===== src/rtl/dmt_pkg.sv =====
// Shared constants, types and the run classifier of the DALI transceiver.
package dmt_pkg;

	localparam int DEF_MAX_RUNS = 128;
	localparam int DEF_MAX_TX_PULSES = 64;
	localparam int DEF_FRAME_WIDTH = 32;

	localparam int RUN_W = 10;
	localparam logic [RUN_W-1:0] RUN_SAT = 10'h3FF;
	localparam int MIN_RUNS = 5;
	localparam int STOP_HALVES = 3;

	localparam logic [2:0] CFG_RX_INV = 3'd0;
	localparam logic [2:0] CFG_TX_INV = 3'd1;
	localparam logic [2:0] CFG_HALF = 3'd2;
	localparam logic [2:0] CFG_HYST = 3'd3;
	localparam logic [2:0] CFG_SHORT = 3'd4;

	localparam logic [1:0] CMD_TICK = 2'd0;
	localparam logic [1:0] CMD_SEND_NOW = 2'd1;
	localparam logic [1:0] CMD_SEND_DELAY = 2'd2;
	localparam logic [1:0] CMD_RESERVED = 2'd3;

	typedef enum logic [1:0] {CLS_HALF, CLS_FULL, CLS_STOP, CLS_ERR} cls_t;

	typedef struct packed {
		logic        ok;
		logic [31:0] data;
		logic [6:0]  bits;
	} dec_res_t;

	// Classify one run length against the half-bit timing.
	function automatic cls_t classify(input logic [RUN_W-1:0] v, input logic [7:0] h,
		input logic [6:0] hy, input logic [7:0] lim);
		logic signed [11:0] sv, sh, shy;
		sv = $signed({2'b00, v});
		sh = $signed({4'b0000, h});
		shy = $signed({5'b00000, hy});
		if (sv >= sh - shy && sv <= sh + shy) return CLS_HALF;
		if (sv >= sh + sh - shy && sv <= sh + sh + shy) return CLS_FULL;
		if (sv >= sh + sh + sh - shy || v <= {2'b00, lim}) return CLS_STOP;
		return CLS_ERR;
	endfunction

endpackage


===== src/rtl/dmt_decoder.sv =====
// Run length memory and the sequential frame decoder that walks it.
module dmt_decoder #(
	parameter int MAX_RUNS = dmt_pkg::DEF_MAX_RUNS,
	parameter int FRAME_WIDTH = dmt_pkg::DEF_FRAME_WIDTH,
	localparam int RAW = $clog2(MAX_RUNS)
) (
	input  logic                        clk,
	input  logic                        arst_n,
	input  logic                        wr_en,
	input  logic [RAW-1:0]              wr_addr,
	input  logic [dmt_pkg::RUN_W-1:0]   wr_data,
	input  logic                        start,
	input  logic [RAW:0]                run_total,
	input  logic [7:0]                  half_ticks,
	input  logic [6:0]                  hyst_ticks,
	input  logic [7:0]                  short_limit,
	output logic                        done,
	output dmt_pkg::dec_res_t           res
);
	localparam int FAW = $clog2(FRAME_WIDTH);

	typedef enum logic [2:0] {D_IDLE, D_ORD, D_OEV, D_IRD, D_IEV, D_FIN} dstate_t;

	logic [dmt_pkg::RUN_W-1:0] mem [MAX_RUNS];
	logic [dmt_pkg::RUN_W-1:0] rd_data_q;
	logic [RAW-1:0] rd_addr;
	dstate_t st_q;
	logic [RAW:0] i_q, j_q, cnt_q;
	logic zero_q;
	logic [FRAME_WIDTH-1:0] rec_q, recx;
	logic [7:0] nb_q, m;
	dmt_pkg::cls_t cls;

	// The outer walk reads at i, the inner walk at j.
	assign rd_addr = (st_q == D_ORD) ? i_q[RAW-1:0] : j_q[RAW-1:0];

	always_ff @(posedge clk) begin
		if (wr_en) mem[wr_addr] <= wr_data;
		rd_data_q <= mem[rd_addr];
	end

	assign cls = dmt_pkg::classify(rd_data_q, half_ticks, hyst_ticks, short_limit);

	// The first decoded bit is the start bit; flip it back out.
	always_comb begin
		m = nb_q - 8'd1;
		recx = rec_q;
		if (nb_q != 8'd0 && {24'd0, m} < FRAME_WIDTH) recx[m[FAW-1:0]] = ~recx[m[FAW-1:0]];
	end

	always_ff @(posedge clk or negedge arst_n) begin
		if (!arst_n) begin
			st_q <= D_IDLE;
			done <= 1'b0;
			res <= '0;
			i_q <= '0;
			j_q <= '0;
			cnt_q <= '0;
			zero_q <= 1'b0;
			rec_q <= '0;
			nb_q <= '0;
		end else begin
			done <= 1'b0;
			unique case (st_q)
				D_IDLE: begin
					if (start) begin
						cnt_q <= run_total;
						i_q <= '0;
						zero_q <= 1'b0;
						rec_q <= '0;
						nb_q <= '0;
						if ({{(31-RAW){1'b0}}, run_total} <= dmt_pkg::MIN_RUNS) begin
							res <= '0;
							done <= 1'b1;
						end else begin
							st_q <= D_ORD;
						end
					end
				end
				D_ORD: st_q <= (i_q >= cnt_q) ? D_FIN : D_OEV;
				D_OEV: begin
					if (cls == dmt_pkg::CLS_STOP) begin
						st_q <= D_FIN;
					end else begin
						j_q <= i_q + 1'b1;
						st_q <= D_IRD;
					end
				end
				D_IRD: begin
					if (j_q >= cnt_q) begin
						i_q <= i_q + 1'b1;
						st_q <= D_ORD;
					end else begin
						st_q <= D_IEV;
					end
				end
				D_IEV: begin
					rec_q <= {rec_q[FRAME_WIDTH-2:0], ~zero_q};
					if (nb_q != 8'hFF) nb_q <= nb_q + 8'd1;
					if (cls == dmt_pkg::CLS_FULL) begin
						zero_q <= ~zero_q;
						j_q <= j_q + 1'b1;
						st_q <= D_IRD;
					end else begin
						i_q <= j_q + 1'b1;
						st_q <= D_ORD;
					end
				end
				D_FIN: begin
					res.ok <= 1'b1;
					res.data <= (nb_q == 8'd0) ? 32'd0 : 32'(recx);
					res.bits <= (nb_q == 8'd0) ? 7'd0 : ((m > 8'd127) ? 7'd127 : m[6:0]);
					done <= 1'b1;
					st_q <= D_IDLE;
				end
				default: st_q <= D_IDLE;
			endcase
		end
	end
endmodule


===== src/rtl/dali_manchester_transceiver_unit.sv =====
// A sample tick passes through S_EXEC, S_TXEX while sending, and S_FIN to the result register.
// A send builds its pulse list in memory through S_BA and S_BB for each bit; a delayed
// send then finishes, and an immediate send also passes S_START and S_TXGO.
// The tick that ends a frame adds the decoder walk, at worst quadratic in the run
// count. One item is in flight at a time.
// Reset clears all control state; the run and pulse memories are not cleared.
module dali_manchester_transceiver_unit #(
	parameter int MAX_RUNS = dmt_pkg::DEF_MAX_RUNS,
	parameter int MAX_TX_PULSES = dmt_pkg::DEF_MAX_TX_PULSES,
	parameter int FRAME_WIDTH = dmt_pkg::DEF_FRAME_WIDTH
) (
	input  logic        clk,
	input  logic        arst_n,
	input  logic        cfg_we,
	input  logic [2:0]  cfg_index,
	input  logic [7:0]  cfg_wdata,
	input  logic        in_valid,
	output logic        in_ready,
	input  logic [1:0]  cmd,
	input  logic        rx_level,
	input  logic [31:0] message,
	input  logic [4:0]  frame_length,
	input  logic [15:0] delay_ticks,
	output logic        out_valid,
	input  logic        out_ready,
	output logic        tx_level,
	output logic        send_accepted,
	output logic        send_done,
	output logic        frame_valid,
	output logic [31:0] frame_data,
	output logic [6:0]  frame_bits,
	output logic        line_error,
	output logic        receiving
);
	localparam int RAW = $clog2(MAX_RUNS);
	localparam int PAW = $clog2(MAX_TX_PULSES);
	localparam int PCW = $clog2(MAX_TX_PULSES + 1);
	localparam int RUN_W = dmt_pkg::RUN_W;

	typedef enum logic [1:0] {M_IDLE, M_RX, M_WAIT, M_TX} mode_t;
	typedef enum logic [3:0] {S_IDLE, S_EXEC, S_BA, S_BB, S_START, S_TXGO, S_TXEX,
		S_RXEND, S_DEC, S_FIN} state_t;

	// Bit k of the framed message: a start one, then data MSB first.
	function automatic logic bit_at(input logic [31:0] msg, input logic [4:0] len,
		input logic [5:0] k);
		logic [5:0] pos;
		pos = {1'b0, len} - k;
		return (k == 6'd0) ? 1'b1 : msg[pos[4:0]];
	endfunction

	// Ticks of one pulse, never below one.
	function automatic logic [15:0] pulse_ticks(input logic full, input logic [7:0] h);
		logic [8:0] t;
		t = full ? {h, 1'b0} : {1'b0, h};
		return (t == 9'd0) ? 16'd1 : {7'd0, t};
	endfunction

	logic rx_inv_q, tx_inv_q;
	logic [7:0] half_q, short_q;
	logic [6:0] hyst_q;

	state_t st_q;
	mode_t mode_q;
	logic [1:0] cmd_q;
	logic lvl_q;
	logic [31:0] msg_q;
	logic [4:0] len_q;
	logic [15:0] dly_q;
	logic [5:0] bi_q;
	logic curlvl_q;
	logic [RUN_W-1:0] curlen_q;
	logic [RAW-1:0] idx_q;
	logic [PCW-1:0] ptotal_q, pidx_q;
	logic [15:0] cd_q;
	logic drive_q;
	logic acc_q, done_q, fv_q, lerr_q;
	logic [31:0] fdata_q;
	logic [6:0] fbits_q;
	logic ov_q, o_tx_q, o_acc_q, o_done_q, o_fv_q, o_lerr_q, o_rx_q;
	logic [31:0] o_fdata_q;
	logic [6:0] o_fbits_q;

	logic pmem [MAX_TX_PULSES];
	logic p_rdata_q;
	logic [PAW-1:0] p_raddr;
	logic pw_en, pw_data;
	logic bcur, bprev, bnext;

	logic rw_en;
	logic [RAW-1:0] rw_addr;
	logic [RUN_W-1:0] rw_data;
	logic dec_start, dec_done;
	dmt_pkg::dec_res_t dec_res;

	logic same, ovf, rx_fin;
	logic [RUN_W-1:0] newlen, th3;
	logic [RAW-1:0] newidx;
	logic [15:0] cd_dec;

	assign in_ready = (st_q == S_IDLE) && (!ov_q || out_ready);

	// Pulse list memory.
	always_ff @(posedge clk) begin
		if (pw_en) pmem[ptotal_q[PAW-1:0]] <= pw_data;
		p_rdata_q <= pmem[p_raddr];
	end

	assign p_raddr = (st_q == S_EXEC && mode_q == M_TX) ? pidx_q[PAW-1:0] : '0;

	// Pulse list expansion: a full pulse between unequal neighbors.
	always_comb begin
		bcur = bit_at(msg_q, len_q, bi_q);
		bprev = bit_at(msg_q, len_q, bi_q - 6'd1);
		bnext = bit_at(msg_q, len_q, bi_q + 6'd1);
		pw_en = 1'b0;
		pw_data = 1'b0;
		if (ptotal_q < PCW'(MAX_TX_PULSES)) begin
			if (st_q == S_BA) pw_en = (bi_q == 6'd0) || (bcur == bprev);
			if (st_q == S_BB) begin
				pw_en = 1'b1;
				pw_data = !((bi_q == {1'b0, len_q}) || (bcur == bnext));
			end
		end
	end

	// Receive run tracking for one tick.
	always_comb begin
		same = (lvl_q == curlvl_q);
		ovf = !same && (({1'b0, idx_q} + 1'b1) >= (RAW+1)'(MAX_RUNS));
		newlen = same ? ((curlen_q == dmt_pkg::RUN_SAT) ? curlen_q : curlen_q + 1'b1)
			: RUN_W'(1);
		newidx = same ? idx_q : idx_q + 1'b1;
		th3 = RUN_W'(half_q) * RUN_W'(dmt_pkg::STOP_HALVES);
		rx_fin = (newlen >= th3) && (lvl_q != rx_inv_q);
		cd_dec = (cd_q == 16'd0) ? 16'd0 : cd_q - 16'd1;
	end

	// A finished run is written when the level changes and when the frame ends.
	always_comb begin
		rw_en = 1'b0;
		rw_addr = idx_q;
		rw_data = curlen_q;
		if (st_q == S_EXEC && cmd_q == dmt_pkg::CMD_TICK && mode_q == M_RX && !same && !ovf)
			rw_en = 1'b1;
		if (st_q == S_RXEND) rw_en = 1'b1;
	end

	assign dec_start = (st_q == S_RXEND);

	dmt_decoder #(.MAX_RUNS(MAX_RUNS), .FRAME_WIDTH(FRAME_WIDTH)) u_dec (
		.clk(clk), .arst_n(arst_n),
		.wr_en(rw_en), .wr_addr(rw_addr), .wr_data(rw_data),
		.start(dec_start), .run_total({1'b0, idx_q} + 1'b1),
		.half_ticks(half_q), .hyst_ticks(hyst_q), .short_limit(short_q),
		.done(dec_done), .res(dec_res)
	);

	// Configuration registers.
	always_ff @(posedge clk or negedge arst_n) begin
		if (!arst_n) begin
			rx_inv_q <= 1'b0;
			tx_inv_q <= 1'b0;
			half_q <= 8'd8;
			hyst_q <= 7'd2;
			short_q <= 8'd30;
		end else if (cfg_we) begin
			case (cfg_index)
				dmt_pkg::CFG_RX_INV: rx_inv_q <= cfg_wdata[0];
				dmt_pkg::CFG_TX_INV: tx_inv_q <= cfg_wdata[0];
				dmt_pkg::CFG_HALF: half_q <= cfg_wdata;
				dmt_pkg::CFG_HYST: hyst_q <= cfg_wdata[6:0];
				dmt_pkg::CFG_SHORT: short_q <= cfg_wdata;
				default: ;
			endcase
		end
	end

	// Control sequencer and result register.
	always_ff @(posedge clk or negedge arst_n) begin
		if (!arst_n) begin
			st_q <= S_IDLE;
			mode_q <= M_IDLE;
			cmd_q <= '0; lvl_q <= 1'b0; msg_q <= '0; len_q <= '0; dly_q <= '0;
			bi_q <= '0;
			curlvl_q <= 1'b0; curlen_q <= '0; idx_q <= '0;
			ptotal_q <= '0; pidx_q <= '0; cd_q <= '0; drive_q <= 1'b1;
			acc_q <= 1'b0; done_q <= 1'b0; fv_q <= 1'b0; lerr_q <= 1'b0;
			fdata_q <= '0; fbits_q <= '0;
			ov_q <= 1'b0; o_tx_q <= 1'b0; o_acc_q <= 1'b0; o_done_q <= 1'b0;
			o_fv_q <= 1'b0; o_lerr_q <= 1'b0; o_rx_q <= 1'b0;
			o_fdata_q <= '0; o_fbits_q <= '0;
		end else begin
			if (ov_q && out_ready) ov_q <= 1'b0;
			unique case (st_q)
				S_IDLE: begin
					if (in_valid && in_ready) begin
						cmd_q <= cmd; lvl_q <= rx_level; msg_q <= message;
						len_q <= frame_length; dly_q <= delay_ticks;
						acc_q <= 1'b0; done_q <= 1'b0; fv_q <= 1'b0; lerr_q <= 1'b0;
						fdata_q <= '0; fbits_q <= '0;
						st_q <= S_EXEC;
					end
				end
				S_EXEC: begin
					st_q <= S_FIN;
					if (cmd_q == dmt_pkg::CMD_TICK) begin
						unique case (mode_q)
							M_TX, M_WAIT: st_q <= S_TXEX;
							M_IDLE: begin
								if (lvl_q == rx_inv_q) begin
									mode_q <= M_RX;
									idx_q <= '0;
									curlen_q <= RUN_W'(1);
									curlvl_q <= rx_inv_q;
								end
							end
							M_RX: begin
								if (ovf) begin
									lerr_q <= 1'b1;
									mode_q <= M_IDLE;
								end else begin
									curlen_q <= newlen;
									curlvl_q <= lvl_q;
									idx_q <= newidx;
									if (rx_fin) begin
										mode_q <= M_IDLE;
										st_q <= S_RXEND;
									end
								end
							end
							default: ;
						endcase
					end else if (cmd_q == dmt_pkg::CMD_SEND_NOW ||
						cmd_q == dmt_pkg::CMD_SEND_DELAY) begin
						if (mode_q != M_RX) begin
							acc_q <= 1'b1;
							ptotal_q <= '0;
							bi_q <= '0;
							st_q <= S_BA;
						end
					end
				end
				S_BA: begin
					if (pw_en) ptotal_q <= ptotal_q + 1'b1;
					st_q <= S_BB;
				end
				S_BB: begin
					if (pw_en) ptotal_q <= ptotal_q + 1'b1;
					if (bi_q == {1'b0, len_q}) begin
						if (cmd_q == dmt_pkg::CMD_SEND_NOW) begin
							st_q <= S_START;
						end else begin
							mode_q <= M_WAIT;
							cd_q <= dly_q;
							st_q <= S_FIN;
						end
					end else begin
						bi_q <= bi_q + 6'd1;
						st_q <= S_BA;
					end
				end
				S_START: st_q <= S_TXGO;
				S_TXGO: begin
					mode_q <= M_TX;
					pidx_q <= PCW'(1);
					cd_q <= pulse_ticks(p_rdata_q, half_q);
					drive_q <= ~drive_q;
					st_q <= S_FIN;
				end
				S_TXEX: begin
					cd_q <= cd_dec;
					if (cd_dec == 16'd0) begin
						if (mode_q == M_WAIT) begin
							mode_q <= M_TX;
							pidx_q <= PCW'(1);
							cd_q <= pulse_ticks(p_rdata_q, half_q);
							drive_q <= ~drive_q;
						end else if (pidx_q >= ptotal_q) begin
							drive_q <= 1'b1;
							mode_q <= M_IDLE;
							done_q <= 1'b1;
						end else begin
							drive_q <= ~drive_q;
							cd_q <= pulse_ticks(p_rdata_q, half_q);
							pidx_q <= pidx_q + 1'b1;
						end
					end
					st_q <= S_FIN;
				end
				S_RXEND: st_q <= S_DEC;
				S_DEC: begin
					if (dec_done) begin
						fv_q <= dec_res.ok;
						lerr_q <= ~dec_res.ok;
						fdata_q <= dec_res.data;
						fbits_q <= dec_res.bits;
						st_q <= S_FIN;
					end
				end
				S_FIN: begin
					ov_q <= 1'b1;
					o_tx_q <= drive_q ^ tx_inv_q;
					o_acc_q <= acc_q;
					o_done_q <= done_q;
					o_fv_q <= fv_q;
					o_lerr_q <= lerr_q;
					o_fdata_q <= fdata_q;
					o_fbits_q <= fbits_q;
					o_rx_q <= (mode_q == M_RX);
					st_q <= S_IDLE;
				end
				default: st_q <= S_IDLE;
			endcase
		end
	end

	assign out_valid = ov_q;
	assign tx_level = o_tx_q;
	assign send_accepted = o_acc_q;
	assign send_done = o_done_q;
	assign frame_valid = o_fv_q;
	assign frame_data = o_fdata_q;
	assign frame_bits = o_fbits_q;
	assign line_error = o_lerr_q;
	assign receiving = o_rx_q;
endmodule


===== config.mk =====
export PLATFORM = sky130hd
export DESIGN_NAME = dali_manchester_transceiver_unit
export DESIGN_NICKNAME = d
export VERILOG_FILES = /design/src/rtl/dmt_pkg.sv /design/src/rtl/dmt_decoder.sv /design/src/rtl/dali_manchester_transceiver_unit.sv
export SDC_FILE = /design/constraint.sdc
export NUM_CORES = 2
export LEC_CHECK = 0
export CAP_MARGIN = 20
export CORE_ASPECT_RATIO = 0.75
export CORE_MARGIN = 5
export CORE_UTILIZATION = 40
export CTS_CLUSTER_DIAMETER = 30
export DETAILED_ROUTE_END_ITERATION = 16
export DONT_BUFFER_PORTS = 1
export SLEW_MARGIN = 20
export SYNTH_ARGS = -nofsm -noshare
export SYNTH_HDL_FRONTEND = slang
export SYNTH_SLANG_ARGS = --single-unit

===== constraint.sdc =====
create_clock -name clk -period 6.6 [get_ports clk]
set_input_delay 1.98 -clock clk [delete_from_list [all_inputs] [get_ports clk]]
set_output_delay 1.98 -clock clk [all_outputs]
set_load 0.05 [all_outputs]

Word-level counts from Yosys, hierarchy flattened
Memory sizes are Yosys's and may differ from the RTL's. A register that Yosys moved wholly into a read port is not among the register bits.
Cells that the tools add are included.
Cells by class
  reductions and logical operators: 81
  mux-type cells: 155
  multiply operators: 1
  $add $sub $neg: 22
  shift operators: 0
  div/mod/pow operators: 0
  eq/ne operators: 65
  bitwise gates (word level): 5
  magnitude comparators: 20
Operators by type and width (number)
  32-bit 2-to-1 mux: 5
  32-bit case mux with 2 select lines: 2
  7-bit 2-to-1 mux: 15
  16-bit 2-to-1 mux: 6
  40-bit 2-to-1 mux: 2
  40-bit case mux with 2 select lines: 1
  7-bit case mux with 2 select lines: 4
  1-bit 2-to-1 mux: 48
  8-bit 2-to-1 mux: 6
  16-bit case mux with 3 select lines: 1
  10-bit 2-to-1 mux: 4
  11-bit by 12-bit >= comparator with 1-bit output: 3
  4-bit 2-to-1 mux: 9
  32-bit bitwise mux: 1
  16-bit logical NOT: 2
  2-bit 2-to-1 mux: 16
  4-bit case mux with 8 select lines: 1
  8-bit case mux with 2 select lines: 2
  6-bit 2-to-1 mux: 5
  2-bit inequality test (second input constant): 14
  2-bit by 1-bit inequality test with 1-bit output (second input constant): 13
  5-bit AND reduction: 5
  8-bit by 1-bit adder with 8-bit output (second input constant): 3
  11-bit by 12-bit <= comparator with 1-bit output: 2
  77 further kinds: 179
Storage, ports and cells
  register bits: 340
  memory bits (read-only): 0
  word-level logic and storage cells: 397
  bits in latches: 0
  bits of input ports: 72
  memories: 2
  memory bits (writable): 1344
Memories
  u_dec.mem: words 128, bits a word 10, read ports 1, clocked after Yosys merged registers in 1, write ports 1, RTL line dmt_decoder.sv:24  | logic [dmt_pkg::RUN_W-1:0] mem [MAX_RUNS];
  pmem: words 64, bits a word 1, read ports 1, clocked after Yosys merged registers in 1, write ports 1, RTL line dali_manchester_transceiver_unit.sv:84  | logic pmem [MAX_TX_PULSES];

Longest topological paths before layout
  word-level depth: 14
  gate-level depth with buffers: 21
  gate-level depth less buffers: 21

By module
Synthesis repeated with hierarchy kept, for this count alone.
Unflattened totals
  cells, all modules: 5879
  area, all modules: 75159.6 um^2
By module, submodules not included
  dmt_decoder: times used 1, seq. area each 41364.7 um^2, area an instance 59533.3 um^2, cells each 4325
  dali_manchester_transceiver_unit: times used 1, seq. area each 7731.2 um^2, area an instance 15626.2 um^2, cells each 1554

Least setup slack after synthesis
No wires, ideal clock.
  path type: reg2reg
  start: register curlen_q[0]
  end: register mode_q[0]
  required time: 6.465 ns
  path slack: 1.576 ns
  setup time: 0.135 ns
  cell stages (with the launch flop): 15
  data arrival time: 4.889 ns
  path through: dfrtp_1 > ha_1 > nand2_1 > nor3_1 > nor2_1 > nand3_1 > xor2_1 > nor2_1 > ha_1 > a21o_1 > a211oi_1 > a211oi_1 > o2111a_1 > mux2i_1 > o211ai_1
On the way
  longest elaborated chain between the ends: 7
  elaborated cells between the ends (all ways): 8
  those cells by class: add/sub (1); order compare (1); eq/ne (2); mux (2); reduce/logical (2)
Ends and longest elaborated chain
  start, declared: RTL line dali_manchester_transceiver_unit.sv:72  | logic [RUN_W-1:0] curlen_q;
  start signal, assigned: RTL line dali_manchester_transceiver_unit.sv:223  | curlen_q <= newlen;
  10-bit by 1-bit adder with 10-bit output / 10-bit equality test (equally long branches): RTL line dali_manchester_transceiver_unit.sv:131  | newlen = same ? ((curlen_q == dmt_pkg::RUN_SAT) ? curlen_q : curlen_q + 1'b1)
  10-bit 2-to-1 mux * (2 in a row): RTL line dali_manchester_transceiver_unit.sv:131
  10-bit >= comparator *: RTL line dali_manchester_transceiver_unit.sv:135  | rx_fin = (newlen >= th3) && (lvl_q != rx_inv_q);
  1-bit logical AND *: RTL line dali_manchester_transceiver_unit.sv:135
  4-bit inequality test (no line) *
  9-bit AND reduction (no line) *
  end signal, assigned: RTL line dali_manchester_transceiver_unit.sv:183  | mode_q <= M_IDLE;
  end signal, assigned: RTL line dali_manchester_transceiver_unit.sv:212  | mode_q <= M_RX;
  end signal, assigned: RTL line dali_manchester_transceiver_unit.sv:221  | mode_q <= M_IDLE;
  end, declared: RTL line dali_manchester_transceiver_unit.sv:64  | mode_t mode_q;
Mark *: on every way between the ends. The rest lies on a longest branch, timed or not.
A chain may end at the register's enable or synchronous reset.

Worst setup path after layout
  start: register bi_q[0]
  end: memory pmem[26], enable pin
On the way
  longest elaborated chain between the ends: 12
  elaborated cells between the ends (all ways): 18
  those cells by class: add/sub (3); eq/ne (1); mux (11); reduce/logical (3)
Ends and longest elaborated chain
  start, declared: RTL line dali_manchester_transceiver_unit.sv:70  | logic [5:0] bi_q;
  start signal, assigned: RTL line dali_manchester_transceiver_unit.sv:259  | bi_q <= bi_q + 6'd1;
  6-bit by 1-bit subtractor with 6-bit output: RTL line dali_manchester_transceiver_unit.sv:114  | bprev = bit_at(msg_q, len_q, bi_q - 6'd1);
  5-bit subtractor: RTL line dali_manchester_transceiver_unit.sv:48  | pos = {1'b0, len} - k;
  1-bit binary-select mux with 5-bit select: RTL line dali_manchester_transceiver_unit.sv:49  | return (k == 6'd0) ? 1'b1 : msg[pos[4:0]];
  1-bit 2-to-1 mux (not written as such): RTL line dali_manchester_transceiver_unit.sv:49
  1-bit 2-to-1 mux: RTL line dali_manchester_transceiver_unit.sv:49
  1-bit equality test: RTL line dali_manchester_transceiver_unit.sv:119  | if (st_q == S_BA) pw_en = (bi_q == 6'd0) || (bcur == bprev);
  1-bit logical OR *: RTL line dali_manchester_transceiver_unit.sv:119
  1-bit 2-to-1 mux *: RTL line dali_manchester_transceiver_unit.sv:119
  1-bit 2-to-1 mux *: RTL line dali_manchester_transceiver_unit.sv:120  | if (st_q == S_BB) begin
  1-bit 2-to-1 mux *: RTL line dali_manchester_transceiver_unit.sv:118  | if (ptotal_q < PCW'(MAX_TX_PULSES)) begin
  1-bit 2-to-1 mux *: RTL line dali_manchester_transceiver_unit.sv:105  | if (pw_en) pmem[ptotal_q[PAW-1:0]] <= pw_data;
  1-bit 2-to-1 mux (not written as such) *: RTL line dali_manchester_transceiver_unit.sv:105
  end, declared: RTL line dali_manchester_transceiver_unit.sv:84
Mark *: on every way between the ends. The rest lies on a longest branch, timed or not. The select of a mux whose other input is x is not followed.

==> out/results.tsv <==
stage	metric	value	unit
status	status	finished, final reports clean	
yosys	synth_edf_count	1344	
timing	setup_viol	0	
worst_setup_path	r2r-start	bi_q[0]	
grt	grt_pass1_vias	48300	
worst_setup_path	critPathLaunch	bi_q[0]	
yosys	synth_top_cell_area_share	53.7	%
finish	area_growth_syn_to_layout	17.3	%
grt	antenna_found_initial	7	
die	initial_core_util	40.3	%
yosys	synth_top_family_by_area	simple AND/OR/NAND/NOR gates	
grt	grt.total_usage	20.2	%
clock_network	root_buffer	clkbuf_16	
timing	grt_setup_unrepaired	false	
routing	post_drt_via_cell_ratio	5.69	
timing	post-route-period-util	81.7	%
yosys	synth-compound-area-share	8.56	%
finish	layout.nets	6267	
routing	wl_per_cell	23.3	µm
clock_network	cts_hold_buf	0	
routing	drt-initial-drc-count	5557	
pwr	powerDensity	367	mW/mm²
clock_network	cts.sink_count	1695	
finish	final_cell_mix	nand2_1 (1344), edfxtp_1 (1344), nor2_1 (329)	
die	io_pins	119	
yosys	ys_types	81	
placement	place_congestion	0.884	
pwr	combPwrFrac	13.1	%
yosys	synth-simple-area-share	13.3	%
worst_setup_path	path_class	reg -> reg	
die	die_h	386	µm
yosys	synth_cells	5995	
worst_setup_path	cp_data_arrival_time	5.88	ns
yosys	synth_seq_cells	1695	
timing	timing.final.max_slew_violations	0	
routing	num_vias	49900	
clock_network	cts_resized	0	
yosys	ys.flop_type	edfxtp_1	
clock_network	clkSlewWorstSetupHoldPaths	0.05	ns
routing	ant_nets	0	
die	fp.dieW	511	µm
routing	drcViolationCount	0	
die	rows	137	
die	core-area	0.186	mm²
job	drv_cap	0	
timing	hold_violations	0	
worst_hold_path	worstHoldStart	u_dec.zero_q	
clock_network	clk_latency	0.83	ns
pwr	p_leak	0.0322	µW
yosys	syn_nets	6245	
clock_network	cts_tree	built	
timing	clock.fmax	0.185	GHz
placement	portBuffers	0	
timing	min_period	5.39	ns
placement	hpwlAfterDp	123000	µm
timing	setup_tns	0	ns
clock_network	cts_max_level	5	
yosys	synth_mux_area_share	6.19	%
pwr	internal-power	24000	µW
yosys	synthesis.area	0.0752	mm²
yosys	synthAdderAreaFrac	3.12	%
worst_setup_path	end_kind	flop	
pwr	p_clk_share	48.0	%
grt	grt_overflow	0	
finish	drive_gt1_share	14.3	%
yosys	synth.largest_area_cell	edfxtp_1	
timing	relSlewSlack	21.0	%
pwr	peakVddDrop	359	µV
finish	fin_util	47.3	%
grt	grt_max_degree	341	
yosys	synthArstFlopShare	20.1	%
worst_hold_path	hp-class	reg -> reg	
clock_network	postCtsSetupBuffers	0	
clock_network	cts_buffers	302	
worst_setup_path	reg2regPathDepth	13	
yosys	synth_xor_area_share	1.07	%
yosys	ys_warn_count	0	
pwr	p_sw_share	25.9	%
worst_setup_path	critPathRequiredTime	7.09	ns
worst_setup_path	crit_fanout	9	
yosys	yosys-top-cells-area	edfxtp_1 (54%), dfrtp_1 (11%), nand2_1 (6.7%), mux4_2 (3.5%), ha_1 (2.7%)	
timing	tightest_slew	1.17	ns
yosys	synth.avg_cell_area	12.5	µm²
pwr	seqPwrFrac	38.9	%
die	die_area	0.197	mm²
yosys	ys_seq_area_share	65.3	%
timing	finClkSkew	0.0833	ns
clock_network	clock_path_buffers	4	
worst_hold_path	hold_depth	1	
worst_setup_path	start_kind	flop	
pwr	switching_power	8400	µW
pwr	total_power	32400	µW
routing	totalWireLength	204000	µm
routing	dr.pass1.iters	6	
grt	grt_pass1_wl	309000	µm
-- layout make-up --
class	count	area (µm²)
multi-input cells	3819	24500
inverters	116	435
clock inverters	191	2210
well taps	2502	3130
repair buffers	83	785
diodes	3	7.51
fillers	16500	98200
clock buffers	355	8030
flip-flops and latches	1695	49100
-- power groups by stage --
stage	Sequential, µW	Clock (µW)	Combinational [µW]
after CTS	12600	15800	4230
after global routing	12700	16300	4730
final	12600	15600	4240
after floorplan	12600	0	3240
after global placement	12800	0	4130
after detailed placement	12800	0	4200
-- cell families (layout without fill, tap and decap cells) --
group,count (synthesis),after routing
buf+inv,481,745
other cells,0,3
xor+xnor,91,91
mux,303,303
flops,1695,1695
fa+ha+maj,178,178
simple gates,2311,2311
compound gates,936,936
-- cell usage after synthesis (all sizes together), types with 28 or more instances --
library cell / n
edfxtp: 1344
nor3: 82
a21o: 31
a22o: 28
ha: 162
buf: 41
xnor2: 61
nand3: 146
mux2i: 56
o2bb2ai: 36
mux2: 130
dfrtp: 333
o21ai: 253
a311oi: 202
xor2: 30
inv: 114
a211oi: 52
nand2b: 32
clkbuf: 324
nor2b: 31
nor2: 350
a31oi: 77
mux4: 117
and3: 220
a21oi: 117
nand2: 1347
-- worst max-delay path, cell delays in order, from the launching register on --
cell,delay [ns]
dfrtp_1,0.48
inv_1,0.10
ha_1,0.31
inv_1,0.10
fa_1,0.46
xnor2_2,0.57
mux4_2,0.58
mux2_2,0.27
or3_1,0.30
o211ai_1,0.11
a311oi_1,0.19
a2111oi_4,0.89
nand4_1,0.50
nor2_1,0.24
-- per-stage QoR --
| step | setup WS, ns | hold WS (ns) | instance area [µm²] | cells |
|---|---|---|---|---|
| after floorplan | 1.58 | 0.443 | 75200 | 5995 |
| after global placement | 1.22 | 0.461 | 77900 | 8213 |
| after detailed placement | 1.16 | 0.472 | 77900 | 8213 |
| after CTS | 1.14 | 0.480 | 88100 | 8759 |
| after global routing | 0.767 | 0.499 | 88300 | 8763 |
| final | 1.21 | 0.476 | 88300 | 8764 |
-- flip-flops by register name, indices dropped and copies added, names as in the netlist, 32 cells and up --
| signal | flops |
|---|---|
| msg_q | 32 |
| u_dec.res | 40 |
| u_dec.rec_q | 32 |
| fdata_q | 32 |
| frame_data | 32 |
| u_dec.mem | 1280 |
| pmem | 64 |
-- per-layer routing --
metal / vias to the layer above / wire length, µm / GRT usage (%) / part of all wire (%)
li1: 22400 / - / - / -
met1: 25100 / 92100 / 30.0 / 45
met2: 2028 / 88800 / 29.7 / 43
met3: 372 / 18100 / 4.78 / 8.8
met4: 4 / 5200 / 5.74 / 2.5
met5: - / 21 / 0 / 0.010
-- path summary, 6_finish.rpt --
| check | to | slack [ns] |
|---|---|---|
| min reg2reg | u_dec.zero_q | 0.48 |
| max in group asynchronous | half_q[0] | 4.85 |
| max reg2reg | pmem[26] | 1.21 |
| min in group asynchronous | ptotal_q[1] | 0.88 |
| min | u_dec.zero_q | 0.48 |
| max | pmem[26] | 1.21 |
No activity file was read; power rests on OpenSTA's default activity.
